File: config.mk
export PLATFORM = sky130hd
export DESIGN_NAME = gpio_change_rotary_button_events_top_flat
export DESIGN_NICKNAME = d
export VERILOG_FILES = /design/src/sv/gcrb_pkg.sv /design/src/sv/gcrb_in_if.sv /design/src/sv/gcrb_out_if.sv /design/src/sv/gpio_change_rotary_button_events_top.sv /design/src/flat_wrapper.sv
export SDC_FILE = /design/constraint.sdc
export NUM_CORES = 1
export LEC_CHECK = 0
export BUFFER_PORTS_ARGS = -buffer_cell sky130_fd_sc_hd__clkbuf_2
export CAP_MARGIN = 20
export CORE_MARGIN = 2
export CORE_UTILIZATION = 45
export DETAILED_ROUTE_END_ITERATION = 8
export PLACE_DENSITY = 0.73
export SLEW_MARGIN = 0
export SYNTH_ARGS = -nofsm -noshare
export SYNTH_HDL_FRONTEND = slang
export SYNTH_SLANG_ARGS = --single-unit
File: constraint.sdc
create_clock -name clk -period 3.4 [get_ports clk]
set_input_delay 0.68 -clock clk [delete_from_list [all_inputs] [get_ports clk]]
set_output_delay 0.68 -clock clk [all_outputs]
set_load 0.02 [all_outputs]
File: src/sv/gcrb_pkg.sv
// gcrb_pkg: shared types, codes and reset values for the rotary/button event decoder.
// No dependencies; every other file takes names from here by scope.
package gcrb_pkg;

  localparam int unsigned SnapW  = 16;
  localparam int unsigned PinW   = 4;
  localparam int unsigned KindW  = 2;
  localparam int unsigned StepW  = 2;
  localparam int unsigned CfgAW  = 4;
  localparam int unsigned CfgDW  = 32;

  typedef logic [KindW-1:0] kind_t;

  localparam kind_t KIND_ROTARY  = 2'd0;
  localparam kind_t KIND_PRESS   = 2'd1;
  localparam kind_t KIND_RELEASE = 2'd2;

  typedef logic [1:0] reg_idx_t;

  localparam reg_idx_t REG_A_PIN = 2'd0;
  localparam reg_idx_t REG_B_PIN = 2'd1;
  localparam reg_idx_t REG_TABLE = 2'd2;

  localparam logic [PinW-1:0]  A_PIN_RST = 4'd0;
  localparam logic [PinW-1:0]  B_PIN_RST = 4'd1;
  localparam logic [CfgDW-1:0] TABLE_RST = 32'h3443_C11C;
  localparam logic [SnapW-1:0] SNAP_RST  = 16'hFFFF;

endpackage

File: src/sv/gcrb_in_if.sv
// gcrb_in_if: valid/ready channel that carries one pin snapshot item.
// Depends on gcrb_pkg for the field width.
interface gcrb_in_if;
  logic                           valid;
  logic                           ready;
  logic [gcrb_pkg::SnapW-1:0]     pin_snapshot;

  modport source (output valid, output pin_snapshot, input ready);
  modport sink   (input valid, input pin_snapshot, output ready);
endinterface

File: src/sv/gcrb_out_if.sv
// gcrb_out_if: valid/ready channel that carries one decoded event item.
// Depends on gcrb_pkg for field widths.
interface gcrb_out_if;
  logic                           valid;
  logic                           ready;
  logic [gcrb_pkg::KindW-1:0]     event_kind;
  logic [gcrb_pkg::PinW-1:0]      pin_index;
  logic signed [gcrb_pkg::StepW-1:0] rotary_step;
  logic                           last_event;

  modport source (output valid, output event_kind, output pin_index,
                  output rotary_step, output last_event, input ready);
  modport sink   (input valid, input event_kind, input pin_index,
                  input rotary_step, input last_event, output ready);
endinterface

File: src/sv/gpio_change_rotary_button_events_top.sv
// gpio_change_rotary_button_events_top: snapshot change decoder, rotary step then button events.
// Depends on gcrb_pkg, gcrb_in_if and gcrb_out_if.
//
//   channel   dir  handshake            payload
//   in_item   in   valid/ready          pin_snapshot
//   out_item  out  valid/ready          event_kind, pin_index, rotary_step, last_event
//   cfg_*     in   APB write/read       encoder A pin, encoder B pin, step table
//
// One snapshot goes through the rotary lookup, then a scan of one pin per cycle up to the
// highest changed non-rotary pin, set by the scan counter; a stalled sink pauses either step.
// Each emitted event waits in the output register; a stalled sink holds the sequencer.
// in_item.ready is high only while idle; the next item is taken once the last event is loaded.
// Reset: previous snapshot all ones, previous AB zero, registers to their defaults.
module gpio_change_rotary_button_events_top (
  input  logic                          clk,
  input  logic                          rst_n,
  gcrb_in_if.sink                       in_item,
  gcrb_out_if.source                    out_item,
  input  logic                          cfg_psel,
  input  logic                          cfg_penable,
  input  logic                          cfg_pwrite,
  input  logic [gcrb_pkg::CfgAW-1:0]    cfg_paddr,
  input  logic [gcrb_pkg::CfgDW-1:0]    cfg_pwdata,
  output logic [gcrb_pkg::CfgDW-1:0]    cfg_prdata,
  output logic                          cfg_pready
);

  typedef enum logic [1:0] {S_IDLE, S_ROT, S_SCAN} state_t;

  state_t                          state_r, state_nxt;
  logic [gcrb_pkg::SnapW-1:0]      now_r, now_nxt;
  logic [gcrb_pkg::SnapW-1:0]      changed_r, changed_nxt;
  logic [gcrb_pkg::SnapW-1:0]      prev_snap_r, prev_snap_nxt;
  logic [1:0]                      prev_ab_r, prev_ab_nxt;
  logic [gcrb_pkg::PinW-1:0]       pin_r, pin_nxt;

  logic                            out_valid_r, out_valid_nxt;
  gcrb_pkg::kind_t                 out_kind_r, out_kind_nxt;
  logic [gcrb_pkg::PinW-1:0]       out_pin_r, out_pin_nxt;
  logic [gcrb_pkg::StepW-1:0]      out_step_r, out_step_nxt;
  logic                            out_last_r, out_last_nxt;

  logic [gcrb_pkg::PinW-1:0]       a_pin_r;
  logic [gcrb_pkg::PinW-1:0]       b_pin_r;
  logic [gcrb_pkg::CfgDW-1:0]      table_r;

  logic                            out_free;
  logic [gcrb_pkg::SnapW-1:0]      rmask;
  logic [gcrb_pkg::SnapW-1:0]      rest;
  logic                            rot_hit;
  logic [1:0]                      cur_ab;
  logic [3:0]                      tbl_idx;
  logic [gcrb_pkg::StepW-1:0]      step;
  logic                            pin_hit;
  logic [gcrb_pkg::SnapW-1:0]      scan_rest;
  logic                            cfg_wr;

  // config port
  assign cfg_pready = 1'b1;
  assign cfg_wr     = cfg_psel && cfg_penable && cfg_pwrite;

  always_ff @(posedge clk) begin
    if (!rst_n) begin
      a_pin_r <= gcrb_pkg::A_PIN_RST;
      b_pin_r <= gcrb_pkg::B_PIN_RST;
      table_r <= gcrb_pkg::TABLE_RST;
    end else if (cfg_wr && cfg_paddr[1:0] == 2'b00) begin
      case (cfg_paddr[3:2])
        gcrb_pkg::REG_A_PIN: a_pin_r <= cfg_pwdata[gcrb_pkg::PinW-1:0];
        gcrb_pkg::REG_B_PIN: b_pin_r <= cfg_pwdata[gcrb_pkg::PinW-1:0];
        gcrb_pkg::REG_TABLE: table_r <= cfg_pwdata;
        default: ;
      endcase
    end
  end

  always_comb begin
    case (cfg_paddr[3:2])
      gcrb_pkg::REG_A_PIN: cfg_prdata = {{(gcrb_pkg::CfgDW-gcrb_pkg::PinW){1'b0}}, a_pin_r};
      gcrb_pkg::REG_B_PIN: cfg_prdata = {{(gcrb_pkg::CfgDW-gcrb_pkg::PinW){1'b0}}, b_pin_r};
      gcrb_pkg::REG_TABLE: cfg_prdata = table_r;
      default:             cfg_prdata = '0;
    endcase
  end

  // shared decode for the current step
  assign out_free  = !out_valid_r || out_item.ready;
  assign rmask     = (16'd1 << a_pin_r) | (16'd1 << b_pin_r);
  assign rest      = changed_r & ~rmask;
  assign rot_hit   = (changed_r & rmask) != '0;
  assign cur_ab    = {~now_r[a_pin_r], ~now_r[b_pin_r]};
  assign tbl_idx   = {prev_ab_r, cur_ab};
  assign step      = table_r[{tbl_idx, 1'b0} +: 2];
  assign pin_hit   = changed_r[pin_r];
  assign scan_rest = changed_r & ~(16'd1 << pin_r);

  assign in_item.ready        = (state_r == S_IDLE);
  assign out_item.valid       = out_valid_r;
  assign out_item.event_kind  = out_kind_r;
  assign out_item.pin_index   = out_pin_r;
  assign out_item.rotary_step = out_step_r;
  assign out_item.last_event  = out_last_r;

  always_comb begin
    state_nxt     = state_r;
    now_nxt       = now_r;
    changed_nxt   = changed_r;
    prev_snap_nxt = prev_snap_r;
    prev_ab_nxt   = prev_ab_r;
    pin_nxt       = pin_r;
    out_valid_nxt = out_valid_r && !out_item.ready;
    out_kind_nxt  = out_kind_r;
    out_pin_nxt   = out_pin_r;
    out_step_nxt  = out_step_r;
    out_last_nxt  = out_last_r;

    case (state_r)
      S_IDLE: begin
        if (in_item.valid) begin
          now_nxt       = in_item.pin_snapshot;
          changed_nxt   = in_item.pin_snapshot ^ prev_snap_r;
          prev_snap_nxt = in_item.pin_snapshot;
          state_nxt     = S_ROT;
        end
      end
      S_ROT: begin
        if (!rot_hit) begin
          pin_nxt   = '0;
          state_nxt = (changed_r == '0) ? S_IDLE : S_SCAN;
        end else if (step == '0 || out_free) begin
          if (step != '0) begin
            out_valid_nxt = 1'b1;
            out_kind_nxt  = gcrb_pkg::KIND_ROTARY;
            out_pin_nxt   = '0;
            out_step_nxt  = step;
            out_last_nxt  = (rest == '0);
          end
          prev_ab_nxt = cur_ab;
          changed_nxt = rest;
          pin_nxt     = '0;
          state_nxt   = (rest == '0) ? S_IDLE : S_SCAN;
        end
      end
      S_SCAN: begin
        if (!pin_hit || out_free) begin
          if (pin_hit) begin
            out_valid_nxt = 1'b1;
            out_kind_nxt  = now_r[pin_r] ? gcrb_pkg::KIND_RELEASE : gcrb_pkg::KIND_PRESS;
            out_pin_nxt   = pin_r;
            out_step_nxt  = '0;
            out_last_nxt  = (scan_rest == '0);
          end
          changed_nxt = scan_rest;
          pin_nxt     = pin_r + 4'd1;
          if (scan_rest == '0) begin
            state_nxt = S_IDLE;
          end
        end
      end
      default: state_nxt = S_IDLE;
    endcase
  end

  always_ff @(posedge clk) begin
    if (!rst_n) begin
      state_r     <= S_IDLE;
      prev_snap_r <= gcrb_pkg::SNAP_RST;
      prev_ab_r   <= 2'b00;
      out_valid_r <= 1'b0;
      changed_r   <= '0;
      pin_r       <= '0;
    end else begin
      state_r     <= state_nxt;
      prev_snap_r <= prev_snap_nxt;
      prev_ab_r   <= prev_ab_nxt;
      out_valid_r <= out_valid_nxt;
      changed_r   <= changed_nxt;
      pin_r       <= pin_nxt;
    end
    now_r      <= now_nxt;
    out_kind_r <= out_kind_nxt;
    out_pin_r  <= out_pin_nxt;
    out_step_r <= out_step_nxt;
    out_last_r <= out_last_nxt;
  end

endmodule

File: src/flat_wrapper.sv
// flat-port wrapper written by rule: the top's interface ports become plain ports
module gpio_change_rotary_button_events_top_flat 
  (clk, rst_n, cfg_psel, cfg_penable, cfg_pwrite, cfg_paddr, cfg_pwdata, cfg_prdata, cfg_pready, in_item_valid, in_item_pin_snapshot, in_item_ready, out_item_valid, out_item_event_kind, out_item_pin_index, out_item_rotary_step, out_item_last_event, out_item_ready);
  gcrb_in_if in_item_i ();
  gcrb_out_if out_item_i ();
  input  logic clk;
  input  logic rst_n;
  input  logic cfg_psel;
  input  logic cfg_penable;
  input  logic cfg_pwrite;
  input  logic [gcrb_pkg::CfgAW-1:0] cfg_paddr;
  input  logic [gcrb_pkg::CfgDW-1:0] cfg_pwdata;
  output logic [gcrb_pkg::CfgDW-1:0] cfg_prdata;
  output logic cfg_pready;
  input wire logic [$bits(in_item_i.valid)-1:0] in_item_valid;
  input wire logic [$bits(in_item_i.pin_snapshot)-1:0] in_item_pin_snapshot;
  output wire logic [$bits(in_item_i.ready)-1:0] in_item_ready;
  output wire logic [$bits(out_item_i.valid)-1:0] out_item_valid;
  output wire logic [$bits(out_item_i.event_kind)-1:0] out_item_event_kind;
  output wire logic [$bits(out_item_i.pin_index)-1:0] out_item_pin_index;
  output wire logic [$bits(out_item_i.rotary_step)-1:0] out_item_rotary_step;
  output wire logic [$bits(out_item_i.last_event)-1:0] out_item_last_event;
  input wire logic [$bits(out_item_i.ready)-1:0] out_item_ready;
  assign in_item_i.valid = in_item_valid;
  assign in_item_i.pin_snapshot = in_item_pin_snapshot;
  assign in_item_ready = in_item_i.ready;
  assign out_item_valid = out_item_i.valid;
  assign out_item_event_kind = out_item_i.event_kind;
  assign out_item_pin_index = out_item_i.pin_index;
  assign out_item_rotary_step = out_item_i.rotary_step;
  assign out_item_last_event = out_item_i.last_event;
  assign out_item_i.ready = out_item_ready;
  gpio_change_rotary_button_events_top u_core (.clk(clk), .rst_n(rst_n), .in_item(in_item_i), .out_item(out_item_i), .cfg_psel(cfg_psel), .cfg_penable(cfg_penable), .cfg_pwrite(cfg_pwrite), .cfg_paddr(cfg_paddr), .cfg_pwdata(cfg_pwdata), .cfg_prdata(cfg_prdata), .cfg_pready(cfg_pready));
endmodule
; Word-level counts from Yosys, hierarchy flattened
; Cells that the tools add are included.
[word_totals]
register_bits = 106
word_cells = 130
[op_classes]
add_sub_neg = 1
magnitude_cmp = 3
n_eq_ne = 12
n_shift = 4
mux = 57
n_bitwise = 9
reduce_logical = 30
[op_table]
columns = cell, n
row1 = one-hot mux 32 bit (3 select lines), 1
row2 = 2-to-1 mux 16 bit, 4
row3 = AND 16 bit, 3
row4 = logical NOT 16 bit, 3
row5 = one-hot mux 16 bit (3 select lines), 1
row6 = "<< shifter 1 x 4 -> 16 bit, first input constant", 3
row7 = 2-to-1 mux 2 bit, 18
row8 = 2-to-1 mux 4 bit, 8
row9 = inverter 16 bit, 2
row10 = indexed part select 32 x 6 -> 2 bit, 1
row11 = binary-select mux 1 bit (select 4 bit), 4
row12 = bitwise OR 16 bit, 1
row13 = one-hot mux 4 bit (2 select lines), 2
row14 = nonzero test 16 bit, 1
row15 = XOR 16 bit, 1
row16 = "< comparator 4 x 5 -> 1 bit, second input constant", 3
row17 = 2-to-1 mux 1 bit, 14
row18 = "!= test 2 x 1 -> 1 bit, second input constant", 6
row19 = logical NOT 2 bit, 4
row20 = one-hot mux 2 bit (2 select lines), 2
row21 = AND reduction 2 bit, 4
row22 = one-hot mux 2 bit (3 select lines), 1
row23 = AND reduction 3 bit, 2
row24 = AND reduction 6 bit, 1
row25 = other kinds (14), 26

; Depth between registers and ports, before layout
; Gate-level depths: netlist of run 1.
[depth]
ltp_word = 9
depth_mapped = 13
depth_no_buf = 10

; Worst setup path after synthesis of run 1
; Ideal clock, no wire load.
[synth_path]
path_type = reg-to-reg
start = register u_core.b_pin_r[1] (netlist name)
end = register u_core.out_kind_r[0], in the netlist u_core.out_item.event_kind[0], enable pin
setup_time_ns = 0.392
arrival_time_ns = 3.181
t_required_ns = 3.008
slack_ns = -0.173
path_stages_with_launch = 11
path_buffers = 2
period_less_slack_ns = 3.573
path_cell_list = dfxtp_1 buf_2 mux4_2 mux4_2 buf_6 mux2i_1 a211oi_1 o311ai_2 nand2_1 nand2_1 a221oi_1
[synth_between]
elab_chain_cells = 8
elab_cells_between_ends = 15
classes_between = 3 x eq/ne / 2 x shift / 2 x mux / 3 x bitwise / 5 x reduce/logical
[synth_rtl]
columns = element, line_no
row1 = "start, declared", gpio_change_rotary_button_events_top.sv:44  ; logic [gcrb_pkg::PinW-1:0] b_pin_r;
row2 = "start signal, assigned", gpio_change_rotary_button_events_top.sv:65  ; b_pin_r <= gcrb_pkg::B_PIN_RST;
row3 = "start signal, assigned", gpio_change_rotary_button_events_top.sv:70  ; gcrb_pkg::REG_B_PIN: b_pin_r <= cfg_pwdata[gcrb_pkg::PinW-1:0];
row4 = binary-select mux 1 bit (select 4 bit), gpio_change_rotary_button_events_top.sv:91  ; assign cur_ab = {~now_r[a_pin_r], ~now_r[b_pin_r]};
row5 = 2-to-1 mux 1 bit (implied by the code), gpio_change_rotary_button_events_top.sv:91
row6 = inverter 1 bit, gpio_change_rotary_button_events_top.sv:91
row7 = indexed part select 32 x 6 -> 2 bit, gpio_change_rotary_button_events_top.sv:93  ; assign step = table_r[{tbl_idx, 1'b0} +: 2];
row8 = logical NOT 2 bit, gpio_change_rotary_button_events_top.sv:130  ; end else if (step == '0 || out_free) begin
row9 = logical OR 1 bit, gpio_change_rotary_button_events_top.sv:130
row10 = != test 2 x 1 -> 1 bit (no line), --
row11 = AND reduction 6 bit (no line) *, --
row12 = "end signal, assigned", gpio_change_rotary_button_events_top.sv:181  ; out_kind_r <= out_kind_nxt;
row13 = "end, declared", gpio_change_rotary_button_events_top.sv:38  ; gcrb_pkg::kind_t out_kind_r, out_kind_nxt;
; Every way passes the cells marked *; elsewhere a longest branch is shown, timed or not. The select of a mux whose other input is x is not followed.
; A chain may end at the register's enable or synchronous reset.

; Worst setup path after layout of run 1
[layout_path]
start = register u_core.now_r[9] (netlist name)
end = register u_core.changed_r[6] (netlist name)
[layout_between]
elab_chain_cells = 8
elab_cells_between_ends = 11
classes_between = 1 x eq/ne / 1 x shift / 4 x mux / 2 x bitwise / 3 x reduce/logical
[layout_rtl]
columns = element, line_no
row1 = "start, declared", gpio_change_rotary_button_events_top.sv:31  ; logic [gcrb_pkg::SnapW-1:0] now_r, now_nxt;
row2 = "start signal, assigned", gpio_change_rotary_button_events_top.sv:180  ; now_r <= now_nxt;
row3 = binary-select mux 1 bit (select 4 bit), gpio_change_rotary_button_events_top.sv:91
row4 = 2-to-1 mux 1 bit (implied by the code), gpio_change_rotary_button_events_top.sv:91
row5 = inverter 1 bit, gpio_change_rotary_button_events_top.sv:91
row6 = indexed part select 32 x 6 -> 2 bit *, gpio_change_rotary_button_events_top.sv:93
row7 = logical NOT 2 bit *, gpio_change_rotary_button_events_top.sv:130
row8 = logical OR 1 bit *, gpio_change_rotary_button_events_top.sv:130
row9 = != test 2 x 1 -> 1 bit (no line) *, --
row10 = AND reduction 5 bit (no line) *, --
row11 = "end signal, assigned", gpio_change_rotary_button_events_top.sv:177  ; changed_r <= changed_nxt;
row12 = "end, declared", gpio_change_rotary_button_events_top.sv:32  ; logic [gcrb_pkg::SnapW-1:0] changed_r, changed_nxt;
; Marked as above.

==> flow_metrics.tcl, run 1 <==
set metrics [dict create \
    design.die.area_um2 14990 \
    timing.critical_path.max_delay_family "multiplexers" \
    worst_ep_required_time_ns 3.64 \
    worst_pin_slew_ns 1.043 \
    core-area_um2 13770 \
    path_depth 9 \
    final_min_period_over_clock_period_pct 97.97 \
    p_leak_nw 2.846 \
    clock_tree.root_cell "sky130_fd_sc_hd__clkbuf_16" \
    number_of_levels_the_h_tree_was_split_into 3 \
    first_pass_iteration_count_of_the_detailed_router 6 \
    drt-initial-drc-count 708 \
    routed_wl_um 18060 \
    die_width_um 122.4 \
    pin_count 103 \
    via_per_inst 5.783 \
    nets 880 \
    top_library_cells_by_usage_in_the_layout_fill_and_taps_aside "sky130_fd_sc_hd__nand2_1 (125), sky130_fd_sc_hd__clkbuf_2 (101), sky130_fd_sc_hd__dfxtp_1 (80)" \
    initial_core_util_pct 45.81 \
    cts-buffers-inserted 9 \
    worstSkewPairLatency_ns 0.36 \
    grt_start_max_net_pins 35 \
    crit_top_cell "sky130_fd_sc_hd__mux4_2" \
    critPathMaxStageDelay_ns 0.55 \
    grt_first_pass_wirelength_um 28280 \
    min_path_cells 2 \
    cp.buffers_inverters 1 \
    vias 5766 \
    post_syn_area_um2 6310 \
    worst_setup_path_end_kind "register" \
    ys.flop_type "sky130_fd_sc_hd__dfxtp_1" \
    tritoncts "done" \
    syn_nets 793 \
    grt_pass1_vias 5206 \
    globalRouteTotalUtil_pct 24.28 \
    grt_antenna_before_repair 0 \
    yosys_warnings 0 \
    cp_data_arrival_time_ns 3.58 \
    drive_gt1_share_pct 22.77 \
    final.min_clock_period_ns 3.331 \
    route.antenna.remaining_nets 0 \
    path_class "register to register" \
    avgSynthCellArea_um2 8.703 \
    most_common_library_cell_in_the_layout_ignoring_fill_and_taps "sky130_fd_sc_hd__nand2_1" \
    place.detailed.hpwl_um 13100 \
    synth_edf_count 25 \
    timing.slew.headroom_pct 30.33 \
    synth_async_sr_flop_share_pct 0 \
    timing.hold.worst.class "register to register" \
    clock-sinks 106 \
    finalSetupViolations 0 \
    antenna-diode-count 0 \
    cellPowerDensity_nw_per_um2 644.0 \
    critical_path.cell_chain "mux4_2 > mux4_2 > mux4_2 > and2_1 > o311ai_2 > a21oi_4 > buf_12 > o31ai_1 > o31ai_1" \
    remaining_drc_errors 0 \
    gr-total-overflow 0 \
    status "completed" \
    postSynthRegisterBits 106 \
    fin_worst_skew_ns 0.009115 \
    io_buffer_count 101 \
    netlist_instances 725 \
    cts.path.max_buffers 2 \
    final_max_slew_viol_count 0 \
    wire_per_inst_um 18.11 \
    final_hold_fails 0 \
    seq_area_frac_synth_pct 37.60 \
    fmaxAchievable_ghz 0.3002 \
    placer_congestion_estimate 1.006 \
    chipHeight_um 122.4 \
    critPathMaxFanout 16 \
    max-cap-violations 0 \
    synthDistinctLibCells 54 \
    layout_utilization_pct 54.01 \
    hold_slack_ns 0.4686 \
    area.growth.synth_to_final_pct 17.89 \
    crit_path_start_kind "register" \
    worst_vdd_ir_uv 480.0 \
    cpMaxStageDelayCell "sky130_fd_sc_hd__mux4_2" \
    cts.reportedPaths.clkPinSlew_ns 0.07 \
    rr_worst_depth 9 \
    number_of_placement_rows 43 \
    rsz0062_at_grt "yes" \
]
==> per-stage QoR <==
step / setup slack (ns) / setup TNS (ns) / power, W / std cells / instance area, um2
finish: 0.06902 / 0 / 0.004790 / 997 / 7438
global route: -0.05190 / -0.8547 / 0.005053 / 997 / 7438
CTS: 0.06361 / 0 / 0.004679 / 993 / 7326
detailed placement: -0.02615 / -0.2403 / 0.003623 / 977 / 7024
global placement: 0.06929 / 0 / 0.003608 / 977 / 7024
floorplan: 0.1020 / 0 / 0.003075 / 725 / 6316
==> per-layer routing <==
layer	wire, um	global-route usage, %	vias up
li1	-	-	2775
met1	7828	34.65	2690
met2	8454	37.53	263
met3	1292	4.182	36
met4	445	7.543	2
met5	38	0	-
==> final cells by class <==
cell class / instances / area, um2
clock buffer: 9 / 225.2
clock inverter: 7 / 75.07
fill: 1316 / 6335
inverter: 29 / 108.9
multi-input combinational: 536 / 3689
sequential: 106 / 2376
tap: 180 / 225.2
timing repair buffer: 130 / 739.5
==> what timing repair did <==
| item | 4_1_cts | 5_1_grt |
|---|---|---|
| gates resized for setup | 1 | 16 |
| hold buffers | 0 | 0 |
| endpoints found under the setup margin | 18 | 22 |
| pin swaps | 0 | 4 |
| buffers inserted | 0 | 3 |
| cloned | 0 | 1 |
==> logic make-up (layout without fill, tap and decap cells) <==
kind of cell | Yosys count | in the layout | synth area share [%]
AOI/OAI and AO/OA | 157 | 158 | 17.71
xor gates and xnor gates | 16 | 16 | 2.221
adders and majority gates | 9 | 9 | 1.785
buffers and inverters | 84 | 175 | 5.374
DFF | 106 | 106 | 37.60
muxes | 62 | 62 | 13.68
other | 1 | 1 | 0.05943
and+or+nand+nor | 290 | 290 | 21.57
==> worst register-to-register path, delay by kind of cell (launching register included) <==
family | cells | cell delay, ns
buf+inv | 1 | 0.20
mux | 3 | 1.33
compound gates | 4 | 1.05
simple gates | 1 | 0.18
flops | 1 | 0.45
==> report_power, final <==
part / switching [W] / total (W) / internal [W]
Clock: 0.000484 / 0.00106 / 0.000575
Sequential: 0.000197 / 0.00174 / 0.00154
Combinational: 0.00118 / 0.00199 / 0.000816
==> state kept, by name (all words and copies together), names as in the netlist, 4 cells and up <==
register / cells
u_core.table_r: 32
u_core.changed_r: 16
u_core.now_r: 16
u_core.prev_snap_r: 16
u_core.a_pin_r: 4
u_core.b_pin_r: 4
u_core.out_item.pin_index: 4
u_core.pin_r: 4
==> final timing paths <==
kind,from,to,slack [ns]
min,u_core.table_r[13]$_SDFFE_PN0P_,u_core.table_r[13]$_SDFFE_PN0P_,0.47
max reg2reg,u_core.now_r[9]$_DFFE_PP_,u_core.changed_r[6]$_SDFFE_PN0P_,0.07
min reg2reg,u_core.table_r[13]$_SDFFE_PN0P_,u_core.table_r[13]$_SDFFE_PN0P_,0.47
max,u_core.now_r[9]$_DFFE_PP_,u_core.changed_r[6]$_SDFFE_PN0P_,0.07
==> cells in the mapped netlist (all sizes together), types with 16 or more instances <==
cell    number  area [um2]
and2        37       231.5
inv         27       101.3
dfxtp       81        1622
a22oi       34       255.2
xnor2       16       140.1
clkbuf      46       172.7
o31ai       32       240.2
nand3       37       185.2
edfxtp      25       750.7
mux4        19       427.9
nor2b       31       193.9
a211oi      18       135.1
a21oi       31       158.9
nand2      126       473.0
mux2i       39       390.4
nor2        40       152.6
(Power assumes the default switching activity.)
==> run 2, diff against run 1 <==
--- a/config.mk
+++ b/config.mk
@@ -10,7 +10,7 @@
 export CORE_MARGIN = 2
 export CORE_UTILIZATION = 45
 export DETAILED_ROUTE_END_ITERATION = 8
-export PLACE_DENSITY = 0.73
+export PLACE_DENSITY = 0.71
 export SLEW_MARGIN = 0
 export SYNTH_ARGS = -nofsm -noshare
 export SYNTH_HDL_FRONTEND = slang
==> constraint.sdc (replaced) <==
create_clock -name clk -period 4.14 [get_ports clk]
set_input_delay 0.828 -clock clk [delete_from_list [all_inputs] [get_ports clk]]
set_output_delay 0.828 -clock clk [all_outputs]
set_load 0.02 [all_outputs]
==> flow_metrics.tcl, run 2 (synthesized netlist as in run 1, its figures left out) <==
set metrics [dict create \
    p_leak_nw 2.756 \
    number_of_levels_the_h_tree_was_split_into 3 \
    clock-sinks 106 \
    rsz0062_at_grt "no" \
    most_common_library_cell_in_the_layout_ignoring_fill_and_taps "sky130_fd_sc_hd__nand2_1" \
    num-fill-cells 1316 \
    die_width_um 122.4 \
    cts-buffers-inserted 9 \
    fin_worst_skew_ns 0.009803 \
    regMostFlops "u_core.table_r" \
    post_cts.repair.setup_buffers 0 \
    critical_path.cell_chain "mux4_2 > mux4_2 > mux2_1 > nor2_1 > a211oi_1 > o311ai_2 > a21oi_2 > o21a_4 > o31ai_1" \
    design.die.area_um2 14990 \
    timing.hold.worst.class "register to register" \
    drive_gt1_share_pct 19.17 \
    top_library_cells_by_usage_in_the_layout_fill_and_taps_aside "sky130_fd_sc_hd__nand2_1 (126), sky130_fd_sc_hd__clkbuf_2 (101), sky130_fd_sc_hd__dfxtp_1 (81)" \
    route.antenna.remaining_nets 0 \
    via_per_inst 5.874 \
    final_max_slew_viol_count 0 \
    worst_vdd_ir_uv 289.9 \
    clock_tree.root_cell "sky130_fd_sc_hd__clkbuf_16" \
    crit_top_cell "sky130_fd_sc_hd__mux4_2" \
    timing.slew.headroom_pct 28.31 \
    post-route-cell-area_um2 7213 \
    grt_first_pass_wirelength_um 28250 \
    crit_path_start_kind "register" \
    dp_cells 962 \
    cellPowerDensity_nw_per_um2 536.8 \
    seq_area_um2 2372 \
    cts.reportedPaths.clkPinSlew_ns 0.07 \
    fmaxAchievable_ghz 0.2582 \
    nets 861 \
    finalSetupViolations 0 \
    io_buffer_count 101 \
    worst_setup_path_end_kind "register" \
    tritoncts "done" \
    antenna-diode-count 0 \
    layout_utilization_pct 52.37 \
    hold_slack_ns 0.4728 \
    cp_data_arrival_time_ns 4.08 \
    worstSkewPairLatency_ns 0.36 \
    cts_hold_buffers 0 \
    total_placed_instance_area_um2 6893 \
    final.min_clock_period_ns 3.873 \
    cpMaxStageDelayCell "sky130_fd_sc_hd__a21oi_2" \
    final_std_cells_w_o_fill 978 \
    number_of_placement_rows 43 \
    place.detailed.hpwl_um 12620 \
    gr-total-overflow 0 \
    critPathMaxStageDelay_ns 0.69 \
    remaining_drc_errors 0 \
    final_min_period_over_clock_period_pct 93.54 \
    vias 5745 \
    status "completed" \
    pin_count 103 \
    number_of_flip_flops_under_the_largest_register_name 32 \
    cts.path.max_buffers 2 \
    multi_input_gate_area_um2 3598 \
    area.growth.synth_to_final_pct 14.32 \
    routed_wl_um 17590 \
    drt-initial-drc-count 667 \
    critPathMaxFanout 17 \
    max-cap-violations 0 \
    post_cts_resize_count 0 \
    globalRouteTotalUtil_pct 24.19 \
    grt_start_max_net_pins 47 \
    grt_antenna_before_repair 0 \
    initial_core_util_pct 45.81 \
    worst_pin_slew_ns 1.073 \
    first_pass_iteration_count_of_the_detailed_router 7 \
    worst_ep_required_time_ns 4.35 \
    core-area_um2 13770 \
    chipHeight_um 122.4 \
    wire_per_inst_um 17.99 \
    final_hold_fails 0 \
    grt_pass1_vias 5403 \
    fin_setup_tns_ns 0 \
    path_class "register to register" \
    placer_congestion_estimate 0.9817 \
]
run 2: routing by layer:
| metal | GRT usage [%] | routed length [um] | up-vias |
|---|---|---|---|
| met5 | 0 | 0 | - |
| met4 | 8.477 | 385 | 0 |
| met3 | 4.554 | 1359 | 37 |
| met1 | 33.70 | 7744 | 2714 |
| li1 | - | - | 2726 |
| met2 | 37.60 | 8101 | 268 |
run 2: per-stage QoR:
stage	setup slack (ns)	total power [W]
2_1_floorplan	0.5669	0.002522
3_5_place_dp	0.2976	0.002921
6_report	0.2674	0.003872
5_1_grt	0.05218	0.004072
4_1_cts	0.2742	0.003849
3_3_place_gp	0.4088	0.002892
run 2: critical path, delay by kind of cell, from the launching register on:
family	cells	cell delay, ns
compound gates	5	1.63
mux	3	1.49
flops	1	0.56
simple gates	1	0.04
run 2: layout make-up:
type	instances	share of cell area, %
clock inverters	5	1.214
multi-input cells	535	49.89
well taps	180	3.122
clock buffers	11	3.226
repair buffers	112	8.153
inverters	29	1.509
flip-flops and latches	106	32.89
run 2: final timing paths:
| kind | cells after the start | start | end | slack, ns |
|---|---|---|---|---|
| setup reg to reg | 9 | u_core.b_pin_r[1]$_SDFFE_PN0P_ | u_core.changed_r[0]$_SDFFE_PN0P_ | 0.27 |
| setup / recovery | 9 | u_core.b_pin_r[1]$_SDFFE_PN0P_ | u_core.changed_r[0]$_SDFFE_PN0P_ | 0.27 |
| hold / removal | 2 | u_core.table_r[23]$_SDFFE_PN0P_ | u_core.table_r[23]$_SDFFE_PN0P_ | 0.47 |
| hold reg to reg | 2 | u_core.table_r[23]$_SDFFE_PN0P_ | u_core.table_r[23]$_SDFFE_PN0P_ | 0.47 |
run 2: where the power goes:
part           internal (W)  leakage (nW)  total (W)  switching [W]
combinational      0.000602          1.71    0.00151       0.000907
clock              0.000536         0.152   0.000932       0.000396
sequential          0.00127         0.896    0.00143       0.000165
total               0.00240          2.76    0.00387        0.00147
